$ cat src/rtl/adnf_pkg.sv
`timescale 1ns / 1ps
// ----------------------------------------------------------------------------
// adnf_pkg: shared types and constants of the Art-Net DMX packet framer
// Payload structs, configuration fields, register indexes and header layout.
// ----------------------------------------------------------------------------
package adnf_pkg;

   localparam int unsigned UNIVERSE_BYTES    = 512;
   localparam int unsigned HEADER_BYTES      = 18;
   localparam int unsigned PIXEL_QUEUE_DEPTH = 4;

   localparam int unsigned FRAME_POS_W      = 18;
   localparam int unsigned UNI_IDX_W        = 9;
   localparam int unsigned UNI_OFF_W        = 10;
   localparam int unsigned SEQ_W            = 8;
   localparam int unsigned FRAME_PIXELS_W   = 16;
   localparam int unsigned UNIVERSE_W       = 15;
   localparam int unsigned HDR_CNT_W        = 5;
   localparam int unsigned CSR_INDEX_W      = 2;
   localparam int unsigned CSR_DATA_W       = 16;

   // register indexes
   localparam logic [CSR_INDEX_W-1:0] CSR_ENABLED       = 2'd0;
   localparam logic [CSR_INDEX_W-1:0] CSR_FRAME_PIXELS  = 2'd1;
   localparam logic [CSR_INDEX_W-1:0] CSR_UNIVERSE_BASE = 2'd2;

   // header byte positions after the eight ID characters
   localparam logic [HDR_CNT_W-1:0] HDR_OP_HI    = 5'd8;
   localparam logic [HDR_CNT_W-1:0] HDR_OP_LO    = 5'd9;
   localparam logic [HDR_CNT_W-1:0] HDR_VER_HI   = 5'd10;
   localparam logic [HDR_CNT_W-1:0] HDR_VER_LO   = 5'd11;
   localparam logic [HDR_CNT_W-1:0] HDR_SEQUENCE = 5'd12;
   localparam logic [HDR_CNT_W-1:0] HDR_PHYSICAL = 5'd13;
   localparam logic [HDR_CNT_W-1:0] HDR_UNI_LO   = 5'd14;
   localparam logic [HDR_CNT_W-1:0] HDR_UNI_HI   = 5'd15;
   localparam logic [HDR_CNT_W-1:0] HDR_LEN_HI   = 5'd16;
   localparam logic [HDR_CNT_W-1:0] HDR_LEN_LO   = 5'd17;

   localparam logic [7:0] OPCODE_OUTPUT_LO = 8'h50;
   localparam logic [7:0] PROTOCOL_VERSION = 8'd14;

   typedef struct packed {
      logic [7:0] red;
      logic [7:0] green;
      logic [7:0] blue;
   } req_payload_type;

   typedef struct packed {
      logic [7:0] data_byte;
      logic       packet_end;
      logic       last_result;
   } rsp_payload_type;

   typedef struct packed {
      logic                      enabled;
      logic [FRAME_PIXELS_W-1:0] frame_pixels;
      logic [UNIVERSE_W-1:0]     universe_base;
   } cfg_type;

   // "Art-Net" followed by NUL
   function automatic logic [7:0] id_char(input logic [2:0] idx);
      logic [7:0] ch;
      case (idx)
         3'd0: ch = 8'h41;
         3'd1: ch = 8'h72;
         3'd2: ch = 8'h74;
         3'd3: ch = 8'h2D;
         3'd4: ch = 8'h4E;
         3'd5: ch = 8'h65;
         3'd6: ch = 8'h74;
         default: ch = 8'h00;
      endcase
      return ch;
   endfunction

endpackage

$ cat src/rtl/adnf_front.sv
`timescale 1ns / 1ps
// ----------------------------------------------------------------------------
// adnf_front: request intake and pixel queue
// Drops pixels while framing is off or the frame is empty, queues the rest.
// ----------------------------------------------------------------------------
module adnf_front #(
   parameter int unsigned DEPTH = adnf_pkg::PIXEL_QUEUE_DEPTH
) (
   input  logic                     clock,
   input  logic                     reset,
   input  adnf_pkg::cfg_type        cfg,
   input  logic                     req_push,
   output logic                     req_full,
   input  adnf_pkg::req_payload_type req_data,
   output logic                     q_valid,
   output adnf_pkg::req_payload_type q_data,
   input  logic                     q_pop
);
   import adnf_pkg::*;

   localparam int unsigned PW = (DEPTH > 1) ? $clog2(DEPTH) : 1;
   localparam int unsigned CW = $clog2(DEPTH + 1);

   req_payload_type mem_ff [DEPTH];
   logic [PW-1:0] wr_ptr_ff, wr_ptr_in;
   logic [PW-1:0] rd_ptr_ff, rd_ptr_in;
   logic [CW-1:0] count_ff, count_in;
   logic          accept;
   logic          keep;

   assign req_full = (count_ff == CW'(DEPTH));
   assign accept   = req_push && !req_full;
   // pixels that would make no packet bytes never enter the queue
   assign keep     = accept && cfg.enabled && (cfg.frame_pixels != '0);
   assign q_valid  = (count_ff != '0);
   assign q_data   = mem_ff[rd_ptr_ff];

   always_comb begin
      wr_ptr_in = wr_ptr_ff;
      rd_ptr_in = rd_ptr_ff;
      count_in  = count_ff;
      if (keep) begin
         wr_ptr_in = (wr_ptr_ff == PW'(DEPTH - 1)) ? '0 : wr_ptr_ff + 1'b1;
      end
      if (q_pop) begin
         rd_ptr_in = (rd_ptr_ff == PW'(DEPTH - 1)) ? '0 : rd_ptr_ff + 1'b1;
      end
      if (keep && !q_pop) begin
         count_in = count_ff + 1'b1;
      end else if (!keep && q_pop) begin
         count_in = count_ff - 1'b1;
      end
   end

   always_ff @(posedge clock) begin
      if (reset) begin
         wr_ptr_ff <= '0;
         rd_ptr_ff <= '0;
         count_ff  <= '0;
      end else begin
         wr_ptr_ff <= wr_ptr_in;
         rd_ptr_ff <= rd_ptr_in;
         count_ff  <= count_in;
      end
   end

   always_ff @(posedge clock) begin
      if (keep) begin
         mem_ff[wr_ptr_ff] <= req_data;
      end
   end

endmodule

$ cat src/rtl/adnf_back.sv
`timescale 1ns / 1ps
// ----------------------------------------------------------------------------
// adnf_back: packet byte sequencer
// Walks header, payload and pad bytes of each pixel, one byte per cycle while the output buffer has room.
// ----------------------------------------------------------------------------
module adnf_back (
   input  logic                      clock,
   input  logic                      reset,
   input  adnf_pkg::cfg_type         cfg,
   input  logic                      q_valid,
   input  adnf_pkg::req_payload_type q_data,
   output logic                      q_pop,
   input  logic                      out_ready,
   output logic                      out_push,
   output adnf_pkg::rsp_payload_type out_data
);
   import adnf_pkg::*;

   localparam logic [1:0] PH_HDR  = 2'd0;
   localparam logic [1:0] PH_DATA = 2'd1;
   localparam logic [1:0] PH_PAD  = 2'd2;

   localparam logic [HDR_CNT_W-1:0] HDR_LAST = HDR_CNT_W'(HEADER_BYTES - 1);
   localparam logic [UNI_OFF_W-1:0] UB_OFF   = UNI_OFF_W'(UNIVERSE_BYTES);
   localparam logic [FRAME_POS_W-1:0] UB_POS = FRAME_POS_W'(UNIVERSE_BYTES);

   logic                   cur_valid_ff, cur_valid_in;
   req_payload_type        px_ff, px_in;
   logic [1:0]             k_ff, k_in;
   logic [1:0]             phase_ff, phase_in;
   logic [HDR_CNT_W-1:0]   hdr_cnt_ff, hdr_cnt_in;
   logic [FRAME_POS_W-1:0] pos_ff, pos_in;
   logic [UNI_IDX_W-1:0]   idx_ff, idx_in;
   logic [UNI_OFF_W-1:0]   off_ff, off_in;
   logic [SEQ_W-1:0]       seq_ff, seq_in;

   logic [FRAME_POS_W-1:0] total;
   logic [FRAME_POS_W-1:0] pos_inc;
   logic [FRAME_POS_W-1:0] rem;
   logic [UNI_OFF_W-1:0]   off_inc;
   logic [UNI_OFF_W-1:0]   chunk;
   logic [UNI_OFF_W-1:0]   len;
   logic [UNIVERSE_W-1:0]  uni;
   logic [SEQ_W-1:0]       seq_inc;
   logic [7:0]             px_byte;
   logic [7:0]             hdr_byte;
   logic                   step;
   logic                   close;
   logic                   frame_end;
   logic                   need_pad;
   logic                   pixel_done;
   logic                   restart;
   logic                   load;

   assign total   = {2'b00, cfg.frame_pixels} + {1'b0, cfg.frame_pixels, 1'b0};
   assign step    = cur_valid_ff && out_ready;
   assign pos_inc = pos_ff + 1'b1;
   assign off_inc = off_ff + 1'b1;
   assign frame_end = (pos_inc >= total);
   assign close     = (off_inc >= UB_OFF) || frame_end;
   assign need_pad  = close && off_inc[0];
   assign seq_inc   = seq_ff + 1'b1;

   // header length field: bytes left in the frame, capped, rounded up to even
   assign rem   = total - pos_ff;
   assign chunk = (rem > UB_POS) ? UB_OFF : rem[UNI_OFF_W-1:0];
   assign len   = (chunk + 1'b1) & ~UNI_OFF_W'(1);
   assign uni   = cfg.universe_base + {{(UNIVERSE_W - UNI_IDX_W){1'b0}}, idx_ff};

   always_comb begin
      case (k_ff)
         2'd0:    px_byte = px_ff.red;
         2'd1:    px_byte = px_ff.green;
         default: px_byte = px_ff.blue;
      endcase
   end

   always_comb begin
      case (hdr_cnt_ff)
         HDR_OP_HI:    hdr_byte = 8'h00;
         HDR_OP_LO:    hdr_byte = OPCODE_OUTPUT_LO;
         HDR_VER_HI:   hdr_byte = 8'h00;
         HDR_VER_LO:   hdr_byte = PROTOCOL_VERSION;
         HDR_SEQUENCE: hdr_byte = seq_ff;
         HDR_PHYSICAL: hdr_byte = 8'h00;
         HDR_UNI_LO:   hdr_byte = uni[7:0];
         HDR_UNI_HI:   hdr_byte = {1'b0, uni[14:8]};
         HDR_LEN_HI:   hdr_byte = {6'b000000, len[9:8]};
         HDR_LEN_LO:   hdr_byte = len[7:0];
         default:      hdr_byte = id_char(hdr_cnt_ff[2:0]);
      endcase
   end

   assign pixel_done = step && (k_ff == 2'd2) &&
                       ((phase_ff == PH_PAD) || ((phase_ff == PH_DATA) && !need_pad));
   // a frame shrunk while idle restarts at byte zero when the next pixel comes
   assign restart = !cur_valid_ff && (pos_ff >= total);
   assign load    = q_valid && (!cur_valid_ff || pixel_done);
   assign q_pop   = load;

   always_comb begin
      cur_valid_in = cur_valid_ff;
      px_in        = px_ff;
      k_in         = k_ff;
      phase_in     = phase_ff;
      hdr_cnt_in   = hdr_cnt_ff;
      pos_in       = pos_ff;
      idx_in       = idx_ff;
      off_in       = off_ff;
      seq_in       = seq_ff;
      out_push     = 1'b0;
      out_data     = '{data_byte: hdr_byte, packet_end: 1'b0, last_result: 1'b0};

      if (step) begin
         out_push = 1'b1;
         case (phase_ff)
            PH_HDR: begin
               if (hdr_cnt_ff == HDR_LAST) begin
                  hdr_cnt_in = '0;
                  phase_in   = PH_DATA;
               end else begin
                  hdr_cnt_in = hdr_cnt_ff + 1'b1;
               end
            end
            PH_DATA: begin
               out_data.data_byte   = px_byte;
               out_data.packet_end  = close && !need_pad;
               out_data.last_result = (k_ff == 2'd2) && !need_pad;
               off_in = close ? '0 : off_inc;
               pos_in = frame_end ? '0 : pos_inc;
               if (frame_end) begin
                  idx_in = '0;
                  seq_in = (seq_inc == '0) ? SEQ_W'(1) : seq_inc;
               end else if (close) begin
                  idx_in = idx_ff + 1'b1;
               end
               if (need_pad) begin
                  phase_in = PH_PAD;
               end else begin
                  phase_in     = close ? PH_HDR : PH_DATA;
                  k_in         = (k_ff == 2'd2) ? 2'd0 : k_ff + 1'b1;
                  cur_valid_in = (k_ff != 2'd2);
               end
            end
            PH_PAD: begin
               out_data.data_byte   = 8'h00;
               out_data.packet_end  = 1'b1;
               out_data.last_result = (k_ff == 2'd2);
               phase_in     = PH_HDR;
               k_in         = (k_ff == 2'd2) ? 2'd0 : k_ff + 1'b1;
               cur_valid_in = (k_ff != 2'd2);
            end
            default: begin
               out_push = 1'b0;
               phase_in = PH_HDR;
            end
         endcase
      end

      if (load) begin
         cur_valid_in = 1'b1;
         px_in        = q_data;
         if (!cur_valid_ff) begin
            k_in       = 2'd0;
            hdr_cnt_in = '0;
            phase_in   = (restart || (off_ff == '0)) ? PH_HDR : PH_DATA;
            if (restart) begin
               pos_in = '0;
               idx_in = '0;
               off_in = '0;
            end
         end
      end
   end

   always_ff @(posedge clock) begin
      if (reset) begin
         cur_valid_ff <= 1'b0;
         k_ff         <= '0;
         phase_ff     <= PH_HDR;
         hdr_cnt_ff   <= '0;
         pos_ff       <= '0;
         idx_ff       <= '0;
         off_ff       <= '0;
         seq_ff       <= '0;
      end else begin
         cur_valid_ff <= cur_valid_in;
         k_ff         <= k_in;
         phase_ff     <= phase_in;
         hdr_cnt_ff   <= hdr_cnt_in;
         pos_ff       <= pos_in;
         idx_ff       <= idx_in;
         off_ff       <= off_in;
         seq_ff       <= seq_in;
      end
   end

   always_ff @(posedge clock) begin
      px_ff <= px_in;
   end

endmodule

$ cat src/rtl/adnf_out_queue.sv
`timescale 1ns / 1ps
// ----------------------------------------------------------------------------
// adnf_out_queue: two-entry response buffer
// Decouples the byte sequencer from the response consumer.
// ----------------------------------------------------------------------------
module adnf_out_queue (
   input  logic                      clock,
   input  logic                      reset,
   input  logic                      in_push,
   input  adnf_pkg::rsp_payload_type in_data,
   output logic                      in_ready,
   output logic                      rsp_empty,
   input  logic                      rsp_pop,
   output adnf_pkg::rsp_payload_type rsp_data
);
   import adnf_pkg::*;

   rsp_payload_type mem_ff [2];
   logic       wr_ptr_ff, wr_ptr_in;
   logic       rd_ptr_ff, rd_ptr_in;
   logic [1:0] count_ff, count_in;
   logic       do_push;
   logic       do_pop;

   assign in_ready  = (count_ff != 2'd2);
   assign rsp_empty = (count_ff == 2'd0);
   assign rsp_data  = mem_ff[rd_ptr_ff];
   assign do_push   = in_push && in_ready;
   assign do_pop    = rsp_pop && !rsp_empty;

   always_comb begin
      wr_ptr_in = do_push ? !wr_ptr_ff : wr_ptr_ff;
      rd_ptr_in = do_pop ? !rd_ptr_ff : rd_ptr_ff;
      count_in  = count_ff;
      if (do_push && !do_pop) begin
         count_in = count_ff + 1'b1;
      end else if (!do_push && do_pop) begin
         count_in = count_ff - 1'b1;
      end
   end

   always_ff @(posedge clock) begin
      if (reset) begin
         wr_ptr_ff <= 1'b0;
         rd_ptr_ff <= 1'b0;
         count_ff  <= 2'd0;
      end else begin
         wr_ptr_ff <= wr_ptr_in;
         rd_ptr_ff <= rd_ptr_in;
         count_ff  <= count_in;
      end
   end

   always_ff @(posedge clock) begin
      if (do_push) begin
         mem_ff[wr_ptr_ff] <= in_data;
      end
   end

endmodule

$ cat src/rtl/artnet_dmx_packet_framer.sv
`timescale 1ns / 1ps
// ----------------------------------------------------------------------------
// artnet_dmx_packet_framer: RGB pixels in, Art-Net OpOutput packet bytes out
// Frames pixels into 512-byte universes, each led by an 18-byte header.
// ----------------------------------------------------------------------------
// From an idle block, the first byte of a request passes the pixel queue, the
//   sequencer's pixel register and the response buffer before it shows.
// Throughput: one response byte per cycle from the sequencer while the response
//   buffer has room; a pixel gives three bytes, plus 18 header bytes per
//   universe, a pad byte per odd-length universe and a load after an idle spell.
// Reset (synchronous, active high) empties both queues, disables framing,
//   zeroes the configuration, the frame position and the sequence number.
// ----------------------------------------------------------------------------
module artnet_dmx_packet_framer #(
   parameter int unsigned PIXEL_QUEUE_DEPTH = adnf_pkg::PIXEL_QUEUE_DEPTH
) (
   input  logic                                 clock,
   input  logic                                 reset,
   // request side: one RGB pixel per request
   input  logic                                 req_push,
   output logic                                 req_full,
   input  adnf_pkg::req_payload_type            req_data,
   // response side: one packet byte per response
   output logic                                 rsp_empty,
   input  logic                                 rsp_pop,
   output adnf_pkg::rsp_payload_type            rsp_data,
   // register writes
   input  logic                                 csr_we,
   input  logic [adnf_pkg::CSR_INDEX_W-1:0]     csr_index,
   input  logic [adnf_pkg::CSR_DATA_W-1:0]      csr_wdata
);
   import adnf_pkg::*;

   cfg_type         cfg_ff, cfg_in;
   logic            q_valid;
   req_payload_type q_data;
   logic            q_pop;
   logic            out_push;
   logic            out_ready;
   rsp_payload_type out_data;

   // Register file. The user must write only while no request is in flight (the block does not enforce
   // this), so every queued pixel sees the settings that were live when it was accepted.
   always_comb begin
      cfg_in = cfg_ff;
      if (csr_we) begin
         case (csr_index)
            CSR_ENABLED:       cfg_in.enabled       = csr_wdata[0];
            CSR_FRAME_PIXELS:  cfg_in.frame_pixels  = csr_wdata[FRAME_PIXELS_W-1:0];
            CSR_UNIVERSE_BASE: cfg_in.universe_base = csr_wdata[UNIVERSE_W-1:0];
            default:           cfg_in = cfg_ff;
         endcase
      end
   end

   always_ff @(posedge clock) begin
      if (reset) begin
         cfg_ff <= '0;
      end else begin
         cfg_ff <= cfg_in;
      end
   end

   // Front: takes requests, drops them while disabled or with an empty frame,
   // and queues the rest so intake runs ahead of byte generation.
   adnf_front #(
      .DEPTH (PIXEL_QUEUE_DEPTH)
   ) u_front (
      .clock    (clock),
      .reset    (reset),
      .cfg      (cfg_ff),
      .req_push (req_push),
      .req_full (req_full),
      .req_data (req_data),
      .q_valid  (q_valid),
      .q_data   (q_data),
      .q_pop    (q_pop)
   );

   // Back: per pixel, three payload bytes, each preceded by a header when it
   // opens a universe, and a zero pad after an odd-length universe's last byte.
   adnf_back u_back (
      .clock     (clock),
      .reset     (reset),
      .cfg       (cfg_ff),
      .q_valid   (q_valid),
      .q_data    (q_data),
      .q_pop     (q_pop),
      .out_ready (out_ready),
      .out_push  (out_push),
      .out_data  (out_data)
   );

   // Response buffer: the sequencer keeps going while a byte waits to be taken.
   adnf_out_queue u_out_queue (
      .clock     (clock),
      .reset     (reset),
      .in_push   (out_push),
      .in_data   (out_data),
      .in_ready  (out_ready),
      .rsp_empty (rsp_empty),
      .rsp_pop   (rsp_pop),
      .rsp_data  (rsp_data)
   );

endmodule

$ cat config.mk
export PLATFORM = sky130hd
export DESIGN_NAME = artnet_dmx_packet_framer
export DESIGN_NICKNAME = d
export VERILOG_FILES = /design/src/rtl/adnf_pkg.sv /design/src/rtl/adnf_front.sv /design/src/rtl/adnf_back.sv /design/src/rtl/adnf_out_queue.sv /design/src/rtl/artnet_dmx_packet_framer.sv
export SDC_FILE = /design/constraint.sdc
export NUM_CORES = 1
export LEC_CHECK = 0
export BUFFER_PORTS_ARGS = -buffer_cell sky130_fd_sc_hd__buf_4
export CAP_MARGIN = 0
export CORE_MARGIN = 10
export CORE_UTILIZATION = 54
export DETAILED_ROUTE_END_ITERATION = 8
export GPL_TIMING_DRIVEN = 0
export PLACE_DENSITY = 0.7
export SYNTH_ARGS = -nofsm -noshare
export SYNTH_HDL_FRONTEND = slang
export SYNTH_HIERARCHICAL = 1
export SYNTH_SLANG_ARGS = --single-unit
export TNS_END_PERCENT = 1
$ cat constraint.sdc
create_clock -name clock -period 6.9 [get_ports clock]
set_input_delay 2.07 -clock clock [delete_from_list [all_inputs] [get_ports clock]]
set_output_delay 2.07 -clock clock [all_outputs]
set_load 0.02 [all_outputs]
==> results of run 1 <==
==> per-stage QoR <==
stage                     utilization  power (mW)  instance area, sq um
after global routing            0.623        4.58                 15300
after detailed placement        0.588        3.03                 14400
final                           0.623        4.36                 15300
after global placement          0.588        2.99                 14400
after floorplan                     -        2.64                 13600
after CTS                       0.623        4.40                 15300
==> area by class of cell <==
type	count	share of cell area
Buffer	52	0.0164
Clock inverter	15	0.0102
Sequential cell	241	0.407
Tap cell	324	0.0265
Inverter	60	0.0147
Timing Repair Buffer	60	0.0300
Clock buffer	32	0.0447
Multi-Input combinational cell	915	0.450
==> logic make-up after synthesis <==
| group | after synthesis | synth area share |
|---|---|---|
| xor gates and xnor gates | 84 | 0.0542 |
| and+or+nand+nor | 397 | 0.159 |
| adders and majority gates | 88 | 0.0834 |
| AOI/OAI and AO/OA | 268 | 0.129 |
| buffers and inverters | 112 | 0.0350 |
| DFF | 241 | 0.459 |
| muxes | 78 | 0.0807 |
==> power by group through the flow <==
stage	clock network, mW	registers [mW]	logic, mW
6_report	1.35	1.79	1.22
5_1_grt	1.44	1.80	1.34
4_1_cts	1.38	1.79	1.22
3_5_place_dp	0	1.82	1.21
3_3_place_gp	0	1.82	1.18
2_1_floorplan	0	1.79	0.849
==> repair_timing <==
action / 4_1_cts / 5_1_grt
gates resized for setup: 0 / 2
setup endpoints to repair: 2 / 2
endpoints found under the hold margin: 0 / 0
pin swaps: 1 / 0
setup buffers: 1 / 0
==> tightest hold or removal path, cell delays in order, from the launching register on <==
cell and delay, ns:
dfxtp_1 0.31, nand2_1 0.05, a21oi_1 0.05
==> Yosys cell counts, types with 11 or more instances <==
cell	n	area, sq um
edfxtp_1	140	4200
dfxtp_1	101	2020
a21oi_1	90	450
ha_1	84	1050
nor2_1	82	308
inv_1	60	225
nand2_1	55	206
nand2b_1	55	344
xnor2_1	49	429
nand3_1	48	240
o21ai_0	46	230
mux2i_1	43	430
xor2_1	35	307
clkbuf_1	33	124
nor3_1	28	140
and3_1	25	156
mux4_2	24	541
a31oi_1	23	144
nand4_1	18	113
a21o_1	16	120
nor2b_1	12	75.1
mux2_2	11	124
==> registers in the layout (all words and copies together), names as in the netlist, 3 cells and up, named ones only <==
| signal | flops |
|---|---|
| u_out_queue/mem_ff | 20 |
| u_back/px_ff | 24 |
| u_back/hdr_cnt_ff | 5 |
| u_front/mem_ff | 96 |
| cfg_ff | 32 |
| u_back/seq_ff | 8 |
| u_back/off_ff | 10 |
| u_back/idx_ff | 9 |
| u_back/pos_ff | 18 |
| u_front/count_ff | 3 |
==> worst min-delay path by stage <==
stage	depth (start not counted)	endpoint	from	slack, ns
after floorplan	2	u_back/pos_ff[11]	u_back/pos_ff[11]	0.43
after global placement	2	u_back/pos_ff[12]	u_back/pos_ff[12]	0.44
after detailed placement	2	u_back/pos_ff[11]	u_back/pos_ff[11]	0.45
after CTS	2	u_back/pos_ff[11]	u_back/pos_ff[11]	0.46
after global routing	2	u_back/pos_ff[16]	u_back/pos_ff[16]	0.49
final	2	u_back/pos_ff[16]	u_back/pos_ff[16]	0.45
==> per-layer routing <==
layer  share of wire  routed length (microns)  vias to the layer above  global-route usage
met5               0                        0                        -                   0
met4           0.037                     1160                        0              0.0741
met3           0.048                     1520                       62              0.0258
met2            0.47                    14900                      274               0.332
met1            0.44                    13900                     4743               0.264
li1                -                        -                     4879                   -
==> results.toml, run 1 <==
[yosys]
synth_fp_nets = 1403
yosys_warnings = 6
async_flop_share = 0
syn_avg_cell_area_sq_um = 10.7
syn_inst = 1268
synth_cell_types = 88
ys.flop_type = "edfxtp_1"
ys_seq_elements = 241
synth_area_sq_mm = 0.0136
yosysSeqAreaShare = 0.459
synth-edff-count = 140

[power_and_ir_drop]
powerDensity_mw_per_mm2 = 285
power_switching_mw = 1.38
clkPwrFrac = 0.309
pwr-share-seq = 0.410
p_comb_frac = 0.281
ir_worst_vdd_uv = 222
switching_share = 0.317
p_leak_nw = 5.73
intPower_mw = 2.98

[setup_path]
worstSetupPathType = "register to register"
required_ns = 7.38
r2r_slack_ns = 0.54
crit_family = "compound AO/OA/AOI/OAI gates"
crit-reg2reg-capture = "u_front/count_ff[2]"
cpMaxStageDelayCell = "or4_1"
start_kind = "register"
end_kind = "register"
critPathLaunch = "cfg_ff[15]"
r2r-start = "cfg_ff[15]"
critPathArrivalTime_ns = 6.84
cpMostUsedCell = "a21oi_1"
slowest_delay_ns = 0.51
crit_end = "u_front/count_ff[2]"
critical_path_peak_fanout = 14
cp.depth = 27
rr_worst_depth = 27
path_buf_inv = 3

[finish]
layout_commonest_cell = "edfxtp_1"
final_cell_mix = "140 x edfxtp_1, 101 x dfxtp_1, 89 x a21oi_1"
multi_input_area_sq_mm = 0.00688
register_area_sq_mm = 0.00623
n_fill_cell = 2023
antenna_cells = 0
drive_gt1_frac = 0.135
layout.cells.non_filler = 1699
synthToLayoutAreaGrowth_pct = 12.7
nets = 1491

[placed_design]
post-place-ws_ns = -0.118
io_buffers = 58
dp.cells = 1651
gp_congestion = 0.946
dpl.hpwl_microns = 23700

[floorplan]
die_w_microns = 179
ioPinCount = 59
coreArea_sq_mm = 0.0245
dieArea_sq_mm = 0.0319
rows = 57
initial_core_util = 0.553
chipHeight_microns = 179

[route]
viasPerCell = 5.86
drt-pass1-iter-count = 5
postRouteAntennaNets = 0
wl_per_cell_microns = 18.6
wl_microns = 31500
vias = 9958
first_iter_violations = 836
route.detailed.drc = 0

[sta]
relSlewSlack = 0.417
fmax_mhz = 157
final-hold-violation-count = 0
period_minus_slack_ns = 6.36
tightest_slew_ns = 0.863
setup_slack_ns = 0.540
skew_ns = 0.0172
hold_slack_ns = 0.453
rsz0062_at_grt = "no"
drv_slew = 0
tns_ns = 0
fin_crit_sh = 0.922
setup_viol = 0

[global_route]
grtUsageTotal = 0.201
grt_max_degree = 25
overflow = 0
grt_pass1_vias = 9870
grt_pass1_wl_microns = 51600
antenna_found_initial = 0

[clock_network]
htreeDepth = 1
cts_sinks = 241
ctsHoldBuffers = 0
clk_pin_slew_ns = 0.06
cts_root_buffer = "clkbuf_16"
clock_latency_ns = 0.55
cts_buffer_depth = 3
cts_tree = "built"
numCtsBuffers = 26

[status]
status = "finished, final reports clean"

[run]
maxCapViolations = 0

[worst_hold_path]
hp-class = "register to register"
Power figures use the tool's default switching activity.
==> run 2, diff against run 1 <==
--- a/config.mk
+++ b/config.mk
@@ -9,6 +9,7 @@
 export CAP_MARGIN = 0
 export CORE_MARGIN = 10
 export CORE_UTILIZATION = 54
+export CTS_BUF_LIST = sky130_fd_sc_hd__clkbuf_4
 export DETAILED_ROUTE_END_ITERATION = 8
 export GPL_TIMING_DRIVEN = 0
 export PLACE_DENSITY = 0.7
==> run 2 against run 1 <==
Effect of this change:
- wire length rose by 0.45%
- sequential power barely moved
- die area did not move
- first-iteration DRC count is 7.7% lower
- sequential cell count stayed put
- clock power fell by 9.6%
- non-clock buffer count stayed put
- worst hold slack improved by 0.0014 ns
- clock-buffer cell count up 60
- register-to-register slack about the same
- design area is 0.16% lower
==> results.toml, run 2 (synthesized netlist as in run 1, its figures left out) <==
[power_and_ir_drop]
p_leak_nw = 5.81
ir_worst_vdd_uv = 242
powerDensity_mw_per_mm2 = 277
finalPower_mw = 4.23

[finish]
largest_reg_flops = 96
drive_gt1_frac = 0.169
final_cell_mix = "140 x edfxtp_1, 101 x dfxtp_1, 92 x clkbuf_4"
reg_top3 = "u_front/mem_ff (96), cfg_ff (32), u_back/px_ff (24)"
layout_commonest_cell = "edfxtp_1"
nets = 1526
top_register = "u_front/mem_ff"
n_fill_cell = 2066
synthToLayoutAreaGrowth_pct = 12.5

[global_route]
grt_pass1_vias = 10202
grt_pass1_wl_microns = 52000
antenna_found_initial = 1
overflow = 0
grt_max_degree = 25
grtUsageTotal = 0.203

[route]
postRouteAntennaNets = 0
viasPerCell = 5.78
wl_microns = 31700
drt-pass1-iter-count = 5
wl_per_cell_microns = 17.9
vias = 10212
route.detailed.drc = 0
first_iter_violations = 772

[sta]
tightest_slew_ns = 0.850
drv_slew = 0
skew_ns = 0.0800
period_minus_slack_ns = 6.36
final-hold-violation-count = 0
fin_crit_sh = 0.922
relSlewSlack = 0.426
fmax_mhz = 157
setup_viol = 0
rsz0062_at_grt = "no"
hold_slack_ns = 0.454

[worst_hold_path]
hp-class = "register to register"
worstHoldStart = "u_back/pos_ff[16]"

[placed_design]
io_buffers = 58
dpl.hpwl_microns = 23700
gp_congestion = 0.946

[setup_path]
critPathLaunch = "cfg_ff[15]"
end_kind = "register"
required_ns = 7.53
r2r-start = "cfg_ff[15]"
critical_path_peak_fanout = 14
worstSetupPathType = "register to register"
start_kind = "register"
critPathArrivalTime_ns = 6.99

[floorplan]
dieArea_sq_mm = 0.0319
ioPinCount = 59
die_w_microns = 179
initial_core_util = 0.553
rows = 57
coreArea_sq_mm = 0.0245
chipHeight_microns = 179

[clock_network]
cts_sinks = 241
clk_pin_slew_ns = 0.07
cts_tree = "built"
htreeDepth = 2
cts_root_buffer = "clkbuf_4"
clock_latency_ns = 0.72
cts_buffer_depth = 3
numCtsBuffers = 61
ctsHoldBuffers = 0

[run]
maxCapViolations = 0

[status]
status = "finished, final reports clean"
[run 2: what timing repair did]
item	in CTS	in global routing
pin swaps	1	0
cloned	0	0
endpoints found under the hold margin	0	0
buffers inserted	1	0
gates resized for setup	0	2
endpoints found under the setup margin	2	2
[run 2: per-layer routing]
metal	vias up	global-route usage	routed length (microns)
met5	-	0	0
met4	0	0.0792	1030
met3	68	0.0362	1790
met2	292	0.332	15100
met1	4855	0.262	13800
li1	4997	-	-
[run 2: final cells by class]
type | count | area [sq um] | area share
clock buffer | 92 | 691 | 0.0452
clock inverter | 22 | 119 | 0.00779
multi-input combinational | 915 | 6880 | 0.451
tap | 324 | 405 | 0.0266
sequential | 241 | 6230 | 0.408
inverter | 60 | 225 | 0.0148
antenna | 2 | 5.00 | 0.000328
timing repair buffer | 60 | 458 | 0.0300
buffer | 52 | 250 | 0.0164
[run 2: path summary, 6_finish.rpt]
| path | endpoint | slack (ns) | cells after the start |
|---|---|---|---|
| setup / recovery | u_front/count_ff[2] | 0.54 | 27 |
| hold / removal | u_back/pos_ff[16] | 0.45 | 2 |
| hold reg to reg | u_back/pos_ff[16] | 0.45 | 2 |
| setup reg to reg | u_front/count_ff[2] | 0.54 | 27 |
[run 2: worst max-delay path, stage by stage (launching register included)]
cell,delay [ns]
dfxtp_1,0.40
ha_1,0.28
fa_1,0.42
a21o_1,0.20
a21oi_1,0.20
o21bai_1,0.11
a31o_2,0.28
a211oi_1,0.29
o31ai_1,0.12
a21oi_1,0.27
xnor2_1,0.11
ha_1,0.21
or4_1,0.51
a21oi_1,0.14
o21ai_0,0.11
a31oi_1,0.23
a21oi_2,0.21
o21ai_1,0.33
a21oi_1,0.20
o31ai_4,0.29
buf_8,0.20
inv_1,0.08
ha_1,0.20
inv_1,0.07
fa_1,0.18
xor2_1,0.08
or3_2,0.41
a21oi_1,0.14
[run 2: power by group]
part	leakage, nW	switching, mW	total [mW]	internal (mW)
Combinational	3.24	0.752	1.23	0.478
Sequential	2.09	0.0696	1.79	1.72
Clock	0.474	0.569	1.22	0.648
[run 2: stage by stage]
stage / worst slack (ns) / util / setup TNS, ns / area, sq um / cells
2_1_floorplan: 0.267 / - / 0 / 13600 / 1268
5_1_grt: 0.0478 / 0.622 / 0 / 15300 / 1768
6_report: 0.538 / 0.622 / 0 / 15300 / 1768
3_5_place_dp: -0.118 / 0.588 / -0.118 / 14400 / 1651
3_3_place_gp: -1.10 / 0.588 / -4.54 / 14400 / 1650
4_1_cts: 0.242 / 0.622 / 0 / 15300 / 1766
